--- config.mk ---
export PLATFORM = sky130hd
export DESIGN_NAME = dtsl_ctrl
export DESIGN_NICKNAME = d
export VERILOG_FILES = /design/src/hdl/dtsl_pkg.sv /design/src/hdl/dtsl_ctrl.sv
export SDC_FILE = /design/constraint.sdc
export NUM_CORES = 1
export LEC_CHECK = 0
export ABC_CLOCK_PERIOD_IN_PS = 1100
export BUFFER_PORTS_ARGS = -buffer_cell sky130_fd_sc_hd__buf_4
export CORE_MARGIN = 8
export CORE_UTILIZATION = 46
export CTS_BUF_LIST = sky130_fd_sc_hd__clkbuf_4
export DETAILED_ROUTE_END_ITERATION = 6
export HOLD_SLACK_MARGIN = 0.03
export PLACE_DENSITY_LB_ADDON = 0.05
export SETUP_SLACK_MARGIN = 0.15
export SYNTH_ARGS = -nofsm -noshare
export SYNTH_HDL_FRONTEND = slang
export SYNTH_SLANG_ARGS = --single-unit
--- constraint.sdc ---
create_clock -name clk -period 1.1 [get_ports clk]
set_input_delay 0.22 -clock clk [delete_from_list [all_inputs] [get_ports clk]]
set_output_delay 0.22 -clock clk [all_outputs]
set_load 0.05 [all_outputs]
--- src/hdl/dtsl_pkg.sv ---
// ----------------------------------------------------------------------------
// dtsl_pkg
// Shared types, codes and character helpers of the track sheet line parser.
// ----------------------------------------------------------------------------
package dtsl_pkg;

  // default sizes
  localparam int MAX_TRACKS_DEF      = 99;
  localparam int NAME_CAPACITY_DEF   = 32;
  localparam int MAX_SHEET_BYTES_DEF = 4096;

  // configuration port
  localparam int CFG_W     = 24;
  localparam int CFG_IDX_W = 2;
  localparam logic [CFG_IDX_W-1:0] REG_RAW_SECTOR = 2'd0;
  localparam logic [CFG_IDX_W-1:0] REG_MAX_FRAME  = 2'd1;
  localparam logic [15:0] RAW_SECTOR_RST = 16'd2352;
  localparam logic [23:0] MAX_FRAME_RST  = 24'd549150;

  // address arithmetic
  localparam logic [32:0] LBA_BIAS      = 33'd150;
  localparam logic [31:0] HIGH_AREA_LBA = 32'd45000;

  // result kinds
  localparam logic [1:0] KIND_CHAR    = 2'd0;
  localparam logic [1:0] KIND_TRACK   = 2'd1;
  localparam logic [1:0] KIND_VERDICT = 2'd2;

  // error codes
  localparam logic [3:0] ERR_NONE     = 4'd0;
  localparam logic [3:0] ERR_COUNT    = 4'd1;
  localparam logic [3:0] ERR_TRACK    = 4'd2;
  localparam logic [3:0] ERR_ADDR     = 4'd3;
  localparam logic [3:0] ERR_CTRL     = 4'd4;
  localparam logic [3:0] ERR_SECTOR   = 4'd5;
  localparam logic [3:0] ERR_NAME     = 4'd6;
  localparam logic [3:0] ERR_OFFSET   = 4'd7;
  localparam logic [3:0] ERR_ORDER    = 4'd8;
  localparam logic [3:0] ERR_DUP      = 4'd9;
  localparam logic [3:0] ERR_EXTRA    = 4'd10;
  localparam logic [3:0] ERR_MISSING  = 4'd11;
  localparam logic [3:0] ERR_OVERFLOW = 4'd12;

  // field positions within a line
  localparam logic [2:0] FP_COUNT  = 3'd0;
  localparam logic [2:0] FP_TRACK  = 3'd1;
  localparam logic [2:0] FP_ADDR   = 3'd2;
  localparam logic [2:0] FP_CTRL   = 3'd3;
  localparam logic [2:0] FP_SECTOR = 3'd4;
  localparam logic [2:0] FP_NAME   = 3'd5;
  localparam logic [2:0] FP_OFFSET = 3'd6;
  localparam logic [2:0] FP_TAIL   = 3'd7;

  // token phases
  localparam logic [1:0] TP_IDLE   = 2'd0;
  localparam logic [1:0] TP_IN     = 2'd1;
  localparam logic [1:0] TP_CLOSED = 2'd2;

  // characters
  localparam logic [7:0] CH_NL    = 8'h0A;
  localparam logic [7:0] CH_CR    = 8'h0D;
  localparam logic [7:0] CH_SP    = 8'h20;
  localparam logic [7:0] CH_TAB   = 8'h09;
  localparam logic [7:0] CH_QUOTE = 8'h22;
  localparam logic [7:0] CH_DOT   = 8'h2E;
  localparam logic [7:0] CH_ZERO  = 8'h30;

  typedef enum logic [3:0] {
    ST_IDLE, ST_PRE, ST_CHAR, ST_LINE, ST_FIN,
    ST_WLEN, ST_WLCHK, ST_WCHR, ST_WCMP, ST_VERDICT
  } state_t;

  typedef enum logic [3:0] {
    CMD_NONE, CMD_ACCEPT, CMD_PRE, CMD_CHAR, CMD_LINE, CMD_WNEXT,
    CMD_WCHR, CMD_WKINC, CMD_WEND_OK, CMD_WEND_DUP, CMD_VERDICT
  } cmd_t;

  typedef enum logic [1:0] {RT_DONE, RT_CHAR, RT_LINE} route_t;

  typedef struct packed {
    cmd_t cmd;
    logic walk_line;
  } ctrl_t;

  typedef struct packed {
    route_t route;
    logic   char_walk;
    logic   line_walk;
    logic   walk_at_idx;
    logic   len_match;
    logic   chr_match;
    logic   chr_last;
    logic   err_none;
    logic   last;
    logic   byte_nl;
    logic   slot_free;
  } stat_t;

  typedef struct packed {
    logic [1:0]  kind;
    logic [7:0]  name_char;
    logic [6:0]  track_number;
    logic [2:0]  control_bits;
    logic        session_high;
    logic [23:0] start_frame;
    logic        sheet_ok;
    logic [3:0]  error_code;
    logic        last;
  } res_t;

  function automatic logic is_blank(input logic [7:0] c);
    return (c == CH_SP) || (c == CH_TAB);
  endfunction

  function automatic logic is_digit(input logic [7:0] c);
    return (c >= 8'h30) && (c <= 8'h39);
  endfunction

  function automatic logic is_forbidden(input logic [7:0] c);
    return (c == 8'h5C) || (c == 8'h2F) || (c == 8'h3A) || (c == 8'h2A) ||
           (c == 8'h3F) || (c == 8'h22) || (c == 8'h3C) || (c == 8'h3E) ||
           (c == 8'h7C);
  endfunction

  function automatic logic [7:0] fold_case(input logic [7:0] c);
    return ((c >= 8'h41) && (c <= 8'h5A)) ? (c + 8'd32) : c;
  endfunction

endpackage

--- src/hdl/dtsl_ctrl.sv ---
// ----------------------------------------------------------------------------
// dtsl_ctrl
// Sequencer: steps each byte through check, character, line end, name
// duplicate walk and verdict, issuing at most one datapath command per cycle.
// ----------------------------------------------------------------------------
module dtsl_ctrl (
  input  logic            clk,
  input  logic            rst,
  input  logic            in_valid,
  output logic            in_ready,
  input  dtsl_pkg::stat_t stat,
  output dtsl_pkg::ctrl_t ctrl
);
  import dtsl_pkg::*;

  state_t state, state_next;
  logic   walk_line, walk_line_next;
  logic   tail, tail_next;

  // state registers
  always_ff @(posedge clk) begin
    if (rst) begin
      state     <= ST_IDLE;
      walk_line <= 1'b0;
      tail      <= 1'b0;
    end else begin
      state     <= state_next;
      walk_line <= walk_line_next;
      tail      <= tail_next;
    end
  end

  // next state and commands
  always_comb begin
    state_next     = state;
    walk_line_next = walk_line;
    tail_next      = tail;
    in_ready       = 1'b0;
    ctrl.cmd       = CMD_NONE;
    ctrl.walk_line = walk_line;
    unique case (state)
      ST_IDLE: begin
        in_ready = 1'b1;
        if (in_valid) begin
          ctrl.cmd   = CMD_ACCEPT;
          tail_next  = 1'b0;
          state_next = ST_PRE;
        end
      end
      ST_PRE: begin
        ctrl.cmd = CMD_PRE;
        unique case (stat.route)
          RT_CHAR: state_next = ST_CHAR;
          RT_LINE: state_next = ST_LINE;
          default: state_next = ST_FIN;
        endcase
      end
      ST_CHAR: begin
        if (stat.slot_free) begin
          ctrl.cmd       = CMD_CHAR;
          walk_line_next = 1'b0;
          state_next     = stat.char_walk ? ST_WLEN : ST_FIN;
        end
      end
      ST_LINE: begin
        if (stat.slot_free) begin
          ctrl.cmd       = CMD_LINE;
          walk_line_next = 1'b1;
          state_next     = stat.line_walk ? ST_WLEN : ST_FIN;
        end
      end
      ST_FIN: begin
        if (stat.last && !tail && stat.err_none && !stat.byte_nl) begin
          tail_next  = 1'b1;
          state_next = ST_LINE;
        end else if (stat.last) begin
          state_next = ST_VERDICT;
        end else begin
          state_next = ST_IDLE;
        end
      end
      ST_WLEN: begin
        if (stat.walk_at_idx) begin
          ctrl.cmd   = CMD_WEND_OK;
          state_next = ST_FIN;
        end else begin
          state_next = ST_WLCHK;
        end
      end
      ST_WLCHK: begin
        if (stat.len_match) begin
          ctrl.cmd   = CMD_WCHR;
          state_next = ST_WCHR;
        end else begin
          ctrl.cmd   = CMD_WNEXT;
          state_next = ST_WLEN;
        end
      end
      ST_WCHR: state_next = ST_WCMP;
      ST_WCMP: begin
        if (!stat.chr_match) begin
          ctrl.cmd   = CMD_WNEXT;
          state_next = ST_WLEN;
        end else if (stat.chr_last) begin
          ctrl.cmd   = CMD_WEND_DUP;
          state_next = ST_FIN;
        end else begin
          ctrl.cmd   = CMD_WKINC;
          state_next = ST_WCHR;
        end
      end
      ST_VERDICT: begin
        if (stat.slot_free) begin
          ctrl.cmd   = CMD_VERDICT;
          state_next = ST_IDLE;
        end
      end
      default: state_next = ST_IDLE;
    endcase
  end

endmodule

==> metrics.md, run 1 <==
| Metric | Value |
|---|---|
| Site Rows | 13 |
| Post-synth net total | 100 |
| Register area share after synthesis | 19.20% |
| Worst_ep kind | primary output |
| Syn. warnings | 0 |
| Clock sink total | 6 |
| Starting density of the core | between 40% and 50% |
| Post-synthesis cell count | 84 |
| Syn_area_per_cell | 7.448 µm² |
| PortBufs | 20 |
| Syn Std Cell Area | 625.6 µm² |
| # hold bufs at CTS | 0 |
| Count of different cell masters after synthesis | 35 |
| CTS H-tree lvls | 1 |
| Post-synthesis register bit count | 6 |
| Max Root-Sink Buffers | 2 |
| Inserted Clock Buffers | 3 |
| Root Driver | clkbuf_4 |
| Stopped at | global routing |
| Hpwl dp | 1796 µm |
| Die Wd | 52.88 µm |
| Die height | 52.88 µm |
| Gpl congestion | 0.8723 |
| Worst setup endpoint GRT | ctrl[2] |
| Outcome | did not finish |
| Error msg | [ERROR DPL-0038] Utilization greater than 100%, impossible to legalize |
| Ranking of synthesized cells by area | dfxtp_1 (19%), a21oi_1 (5.6%), nand2_1 (5.4%), buf_4 (4.8%), a22o_1 (4.2%) |
| Top-area cell type share of the netlist area | around 19% |
| # IOs | 21 |
| Post-synth top area cell | dfxtp_1 |
| Pin count of the biggest net entering global routing | 10 |
## synth_stat cells (all sizes together)
cell type and instances:
o21ba 1, nor2b 3, a21oi 7, o21bai 1
nand3b 3, and3 1, inv 4, o211a 1
mux2 1, nor4 2, xor2 1, nand2b 1
nor3 3, nor2 6, dfxtp 6, mux2i 2
a22oi 1, o2bb2ai 2, buf 8, nand4bb 1
nor3b 2, a31oi 2, nand2 9, a2bb2oi 1
nand3 3, a21boi 1, o21ai 3, nand4b 2
a21o 1, a22o 3, ha 1, nand4 1
## through the flow
step	instances	hold WS (ns)	TNS (ns)	worst slack [ns]	cell area (µm²)
3_3_place_gp	137	0.4329	-2.109	-0.3379	1061
3_5_place_dp	137	0.4306	-2.403	-0.3673	1061
2_1_floorplan	84	0.2817	-1.600	-0.3340	770.7
4_1_cts	146	0.1677	-3.142	-0.5567	1255
## repair_timing
action                                  4_1_cts
resized for setup                            30
pin swaps                                    16
setup buffers                                 6
endpoints found under the setup margin       12
## cell families after synthesis
| logic type | share of synthesized area [%] |
|---|---|
| XOR/XNOR | 1.400 |
| buffers and inverters | 10.40 |
| flip-flops | 19.20 |
| adder cells (fa/ha/maj) | 2.000 |
| multiplexers | 5.000 |
| AO/OA/AOI/OAI | 26.40 |
| AND/OR/NAND/NOR | 35.60 |
==> run 2, diff against run 1 <==
==> config.mk (replaced) <==
export PLATFORM = sky130hd
export DESIGN_NAME = dtsl_ctrl
export DESIGN_NICKNAME = d
export VERILOG_FILES = /design/src/hdl/dtsl_pkg.sv /design/src/hdl/dtsl_ctrl.sv
export SDC_FILE = /design/constraint.sdc
export NUM_CORES = 1
export LEC_CHECK = 0
export ABC_CLOCK_PERIOD_IN_PS = 1400
export BUFFER_PORTS_ARGS = -buffer_cell sky130_fd_sc_hd__buf_4
export CORE_AREA = 8 8 69 71
export DETAILED_ROUTE_END_ITERATION = 6
export DIE_AREA = 0 0 77 79
export PLACE_DENSITY_LB_ADDON = 0.15
export SYNTH_ARGS = -nofsm -noshare
export SYNTH_HDL_FRONTEND = slang
export SYNTH_SLANG_ARGS = --single-unit
==> constraint.sdc (replaced) <==
create_clock -name clk -period 1.4 [get_ports clk]
set_input_delay 0.28 -clock clk [delete_from_list [all_inputs] [get_ports clk]]
set_output_delay 0.28 -clock clk [all_outputs]
set_load 0.05 [all_outputs]
==> run 2 against run 1 <==
- the flow now finishes, with violations (negative setup slack)
- area after synthesis unchanged
- synthesized cell count unchanged
==> metrics.md, run 2 <==
| Metric | Value |
|---|---|
| Post-Route Setup TNS | -1.215 ns |
| Core footprint | about 3800 µm² |
| Vias | 787 |
| Worst hold endpoint | state[1] |
| Flop pwr share | 11.8% |
| Clock sink total | 6 |
| Setup Crit Path Kind | flop to output pin |
| Syn Std Cell Area | 625.6 µm² |
| Clk pwr share | 11.2% |
| Post-synth top area cell | dfxtp_1 |
| Worst Max-Slew Pin Slew | 0.3134 ns |
| Top-count cell post-synth | nand2_1 |
| Area grow syn2layout | 102.2% |
| Most common cell after layout, fill and taps aside | buf_4 |
| Main flop type after synthesis | dfxtp_1 |
| Worst Reg-to-Reg Cells | 7 |
| Synth top cells by count | nand2_1 (9), a21oi_1 (7), dfxtp_1 (6), nor2_1 (6) |
| CP required | 1.12 ns |
| Final ANT Viol Nets | 0 |
| Layout Skew | 0.0006697 ns |
| Commonest cells after routing, fill and taps aside | buf_4 (38), buf_6 (10), nand2_1 (6) |
| Syn_area_per_cell | between 7 and 8 µm² |
| Max Root-Sink Buffers | 2 |
| Failing checks | negative setup slack |
| Combinational share of power | 77.0% |
| Outcome | finished, violations left |
| CTS H-tree lvls | 1 |
| Reg-to-reg endpoint | state[1] |
| WHS Path Cells | 2 |
| Relative slew slack | 79.03% |
| Post-synthesis cell count | 84 |
| Final core utilization | ~33% |
| Vias in the first global route | 852 |
| Site Rows | 23 |
| Syn. warnings | 0 |
| Final Hold Fails | 0 |
| Sw Ratio | a little over two fifths |
| Biggest regs | state (4), tail (1), walk_line (1) |
| Top-area cell type share of the netlist area | 19.20% |
| Worst vdd ir | 0.7648 mV |
| Root Driver | clkbuf_8 |
| Pint | around 0.0013 W |
| R2r setup slk | -0.02 ns |
| DRC marker count from the first detailed-route iteration | 44 |
| Clock transition at path regs | ~0.040 ns |
| # hold bufs at CTS | 0 |
| Routed WL | 2413 µm |
| MaxCap Viol Count | 0 |
| Max reg flops | 4 |
| GRT Overall Usage | 8.377% |
| Arrival time at the worst endpoint | 1.45 ns |
| Async SR Flop Fraction | 0% |
| Final Slew Violations | 0 |
| Post-synth net total | 100 |
| Inserted Clock Buffers | 3 |
| Reg-to-Reg Start | state[1] |
| Final setup viols | 6 |
| Starting density of the core | ~16% |
| Layout cells sized above 1 | 62.31% |
| PnR worst setup slack | -0.3272 ns |
| Count of different cell masters after synthesis | 35 |
| Startpoint types | flop |
| Post-synthesis register bit count | 6 |
| CTS tree | built |
| Clock period minus final worst setup slack | about 1.7 ns |
| # IOs | 21 |
| ANT cells | 0 |
| Via density | 4.372 |
| Fin crit share | 123.4% |
| First-pass GRT wire length | slightly above 4000 µm |
| # DRC | 0 |
| RSZ-0062 raised after global routing | true |
| PortBufs | 20 |
| Die height | 79 µm |
| Worst Hold Class | input pin to flop |
| Crit. End Element | output pin |
| Critical Path Fanout Max | 3 |
| Gpl congestion | ~0.77 |
| Pre-antenna DRT Iters | 4 |
| Leakage | 0.5526 nW |
| Die ar. | 6083 µm² |
| Sw Pwr | approximately 0.0010 W |
| Worst hold start | rst |
| Cell Pwr Density | 1889 nW/µm² |
| Nets@finish | 148 |
| Register area share after synthesis | between 10% and 20% |
| Ranking of synthesized cells by area | dfxtp_1 (19%), a21oi_1 (5.6%), nand2_1 (5.4%), buf_4 (4.8%), a22o_1 (4.2%) |
| F_max | 0.5790 GHz |
| Initial antenna violation count | 0 |
| Pin count of the biggest net entering global routing | 10 |
| Gr ovfl total | 0 |
| Die Wd | 77 µm |
| Crit. Startpoint | state[1] |
| Hpwl dp | 1903 µm |
| Worst-skew pair later-pin latency | 0.23 ns |
| Most flop-heavy register | state |
| Avg WL per Cell | roughly 13 µm |
| EDFF count, synth | 0 |
run 2: cell counts after synthesis:
Identical to the previous run, type by type.
run 2: routing by layer:
layer	wire length (µm)	up-vias	GRT usage (%)
li1	-	401	-
met1	1139	371	9.705
met2	1199	13	14.36
met3	66	2	2.596
met4	8	0	2.830
met5	0	-	0
run 2: power by group through the flow:
stage | Combinational, W | Sequential (W) | Clock [W]
after floorplan | 0.00115 | 0.000239 | 0
after global placement | 0.00156 | 0.000266 | 0
after detailed placement | 0.00155 | 0.000267 | 0
after CTS | 0.00178 | 0.000277 | 0.000279
after global routing | 0.00196 | 0.000288 | 0.000293
final | 0.00184 | 0.000281 | 0.000268
run 2: how the worst max path moves through the flow:
stage          endpoint  slack, ns  depth (start not counted)
5_1_grt         ctrl[2]      -0.38                          6
2_1_floorplan   ctrl[2]      -0.09                          5
6_report        ctrl[2]      -0.33                          6
4_1_cts         ctrl[2]      -0.31                          6
3_3_place_gp    ctrl[2]      -0.12                          6
3_5_place_dp    ctrl[2]      -0.12                          6
run 2: cell families (layout without fill, tap and decap cells):
| logic type | Yosys count | after routing | share of synthesized area, % |
|---|---|---|---|
| and+or+nand+nor | 37 | 37 | 35.60 |
| muxes | 3 | 3 | 5.000 |
| buffers and inverters | 12 | 58 | 10.40 |
| xor gates and xnor gates | 1 | 1 | 1.400 |
| DFF | 6 | 6 | 19.20 |
| adders and majority gates | 1 | 1 | 2.000 |
| AOI/OAI and AO/OA | 24 | 24 | 26.40 |
run 2: layout make-up:
type	count	area, µm²
tap	50	62.56
multi-input combinational	66	573.1
fill	414	2534
clock buffer	3	41.29
sequential	6	130.1
timing repair buffer	51	442.9
inverter	4	15.01
run 2: timing repair:
item | CTS | global route
buffers inserted | 4 | 2
pin swaps | 9 | 5
endpoints found under the setup margin | 5 | 8
resized for setup | 21 | 9
run 2: critical path, cell delays in order (launching register included):
cell and delay (ns):
dfxtp_2 0.33, buf_6 0.12, nor3b_4 0.22, nand3b_1 0.11, a21o_1 0.21, o21ai_4 0.07, buf_6 0.17
run 2: stage by stage:
step / hold slack [ns] / cells / worst slack (ns) / instance area, µm² / power [W]
2_1_floorplan: 0.3491 / 84 / -0.09404 / 748.2 / 0.001391
5_1_grt: 0.2672 / 180 / -0.3808 / 1265 / 0.002542
3_3_place_gp: 0.4469 / 172 / -0.1226 / 1072 / 0.001825
6_report: 0.2617 / 180 / -0.3272 / 1265 / 0.002389
3_5_place_dp: 0.4498 / 172 / -0.1206 / 1072 / 0.001817
4_1_cts: 0.2541 / 179 / -0.3132 / 1221 / 0.002331
(Power assumes the default switching activity.)
==> run 3, diff against run 2 <==
--- a/config.mk
+++ b/config.mk
@@ -10,7 +10,7 @@
 export CORE_AREA = 8 8 69 71
 export DETAILED_ROUTE_END_ITERATION = 6
 export DIE_AREA = 0 0 77 79
-export PLACE_DENSITY_LB_ADDON = 0.15
+export PLACE_DENSITY_LB_ADDON = 0.2
 export SYNTH_ARGS = -nofsm -noshare
 export SYNTH_HDL_FRONTEND = slang
 export SYNTH_SLANG_ARGS = --single-unit
==> run 3 against run 2 <==
- the flow still finishes with violations (negative setup slack)
- via count fell by 3.9%
- sequential power barely moved
- die area did not move
- non-clock buffer count fell by 7
- global-route usage fell by 0.71 points
- critical path type unchanged
==> metrics.md, run 3 (same netlist as run 2, synthesis figures left out) <==
| Metric | Value |
|---|---|
| Clock period minus final worst setup slack | 1.687 ns |
| PnR worst setup slack | -0.2867 ns |
| DRC marker count from the first detailed-route iteration | 63 |
| Worst Hold Slack | approximately 0.27 ns |
| ANT cells | 0 |
| Worst path cell trace | buf_6 > nand2b_4 > o21ba_4 > a2bb2oi_2 > o21ai_4 > buf_8 |
| Area grow syn2layout | 96.20% |
| PortBufs | 20 |
| CTS tree | built |
| Final ANT Viol Nets | 0 |
| Footprint of the multi-input gates | 580.6 µm² |
| Site Rows | 23 |
| First-pass GRT wire length | 3760 µm |
| Vias | 756 |
| Starting density of the core | between 10% and 20% |
| Final std cells w/o fill | 173 |
| Gpl congestion | 0.7634 |
| Crit. End Element | output pin |
| Root Driver | clkbuf_8 |
| Layout Skew | roughly 0.0063 ns |
| Layout fillers | 404 |
| Fin crit share | 120.5% |
| Most common cell after layout, fill and taps aside | buf_4 |
| GRT Overall Usage | 7.669% |
| Outcome | finished, violations left |
| Critical Path Fanout Max | 4 |
| Core footprint | 3799 µm² |
| Arrival time at the worst endpoint | 1.41 ns |
| Worst-skew pair later-pin latency | 0.23 ns |
| CP max stage delay | 0.34 ns |
| Hpwl dp | 1889 µm |
| Biggest regs | state (4), tail (1), walk_line (1) |
| CTS H-tree lvls | 1 |
| Worst Reg-to-Reg Cells | 6 |
| Register area | 132.6 µm² |
| Die height | 79 µm |
| Gr ovfl total | 0 |
| Commonest cells after routing, fill and taps aside | buf_4 (32), buf_6 (8), nand2_1 (7) |
| F_max | roughly 0.59 GHz |
| Worst Hold Class | input pin to flop |
| # hold bufs at CTS | 0 |
| Startpoint types | flop |
| Max Root-Sink Buffers | 2 |
| Slowest cell on the critical path | dfxtp_2 |
| # DRC | 0 |
| Worst Max-Slew Pin Slew | 0.2293 ns |
| Inserted Clock Buffers | 3 |
| Initial antenna violation count | 0 |
| Failing checks | negative setup slack |
| Setup Crit Path Kind | flop to output pin |
| Max reg flops | 4 |
| Relative slew slack | 84.63% |
| Placed insts | 170 |
| Pre-antenna DRT Iters | 4 |
| MaxCap Viol Count | 0 |
| CP required | 1.12 ns |
| Placed Instance Area | ~1100 µm² |
| Nets@finish | 141 |
| Die Wd | ~77 µm |
| Avg WL per Cell | 13.01 µm |
| WHS Path Cells | 2 |
| RSZ-0062 raised after global routing | true |
| Clock sink total | 6 |
| Most flop-heavy register | state |
| Clock transition at path regs | 0.04 ns |
| Die ar. | 6083 µm² |
| Layout cells sized above 1 | 60.16% |
| Routed WL | 2250 µm |
| Cell Pwr Density | approximately 1900 nW/µm² |
| Pin count of the biggest net entering global routing | 14 |
| # IOs | 21 |
| Post-CTS setup buffer count | 0 |
| Leakage | slightly above 0.5 nW |
| Via density | 4.370 |
| Final Hold Fails | 0 |
| Post-Route Setup TNS | -0.9711 ns |
| Worst vdd ir | 0.6404 mV |
| Final setup viols | 5 |
| Vias in the first global route | 809 |
| Final core utilization | 32.31% |
| Fin area | 1227 µm² |
| Final Slew Violations | 0 |
run 3: changes by cell type in the layout (fill, tap and decap cells not counted), sizes merged:
cell  before  now
buf       51   44
run 3: worst paths after layout:
kind                   from   endpoint  slack (ns)
setup / recovery   state[1]    ctrl[2]       -0.29
hold / removal          rst   state[3]        0.27
setup reg to reg   state[2]   state[0]        0.02
hold reg to reg   walk_line  walk_line        0.46
run 3: repair_timing:
action	4_1_cts	5_1_grt
pin swaps	13	7
resized for setup	22	9
endpoints found under the setup margin	7	7
run 3: cell type report:
class                           instances  share of cell area, %
Multi-Input combinational cell         66                  47.30
Timing Repair Buffer                   44                  32.21
Sequential cell                         6                  10.81
Tap cell                               50                  5.097
Clock buffer                            3                  3.364
Inverter                                4                  1.223
run 3: power breakdown:
group / switching, W / internal (W)
Sequential: 0.0000548 / 0.000228
Combinational: 0.000881 / 0.000874
Clock: 0.0000826 / 0.000185
run 3: metrics by stage:
step | worst slack [ns] | total power [W]
after global placement | -0.1094 | 0.001796
after CTS | -0.2907 | 0.002252
after detailed placement | -0.1363 | 0.001802
final | -0.2867 | 0.002306
after floorplan | -0.09404 | 0.001391
after global routing | -0.3590 | 0.002436
run 3: routing by layer:
metal | track usage [%] | wire length [µm]
met4 | 2.264 | 25
met3 | 2.257 | 84
met2 | 13.34 | 1144
met5 | 0 | 0
met1 | 8.918 | 996
run 3: worst max-delay path, delay by kind of cell (launching register included):
kind / cells / cell delay [ns]
compound gates: 3 / 0.49
flops: 1 / 0.34
buf+inv: 2 / 0.29
simple gates: 1 / 0.06
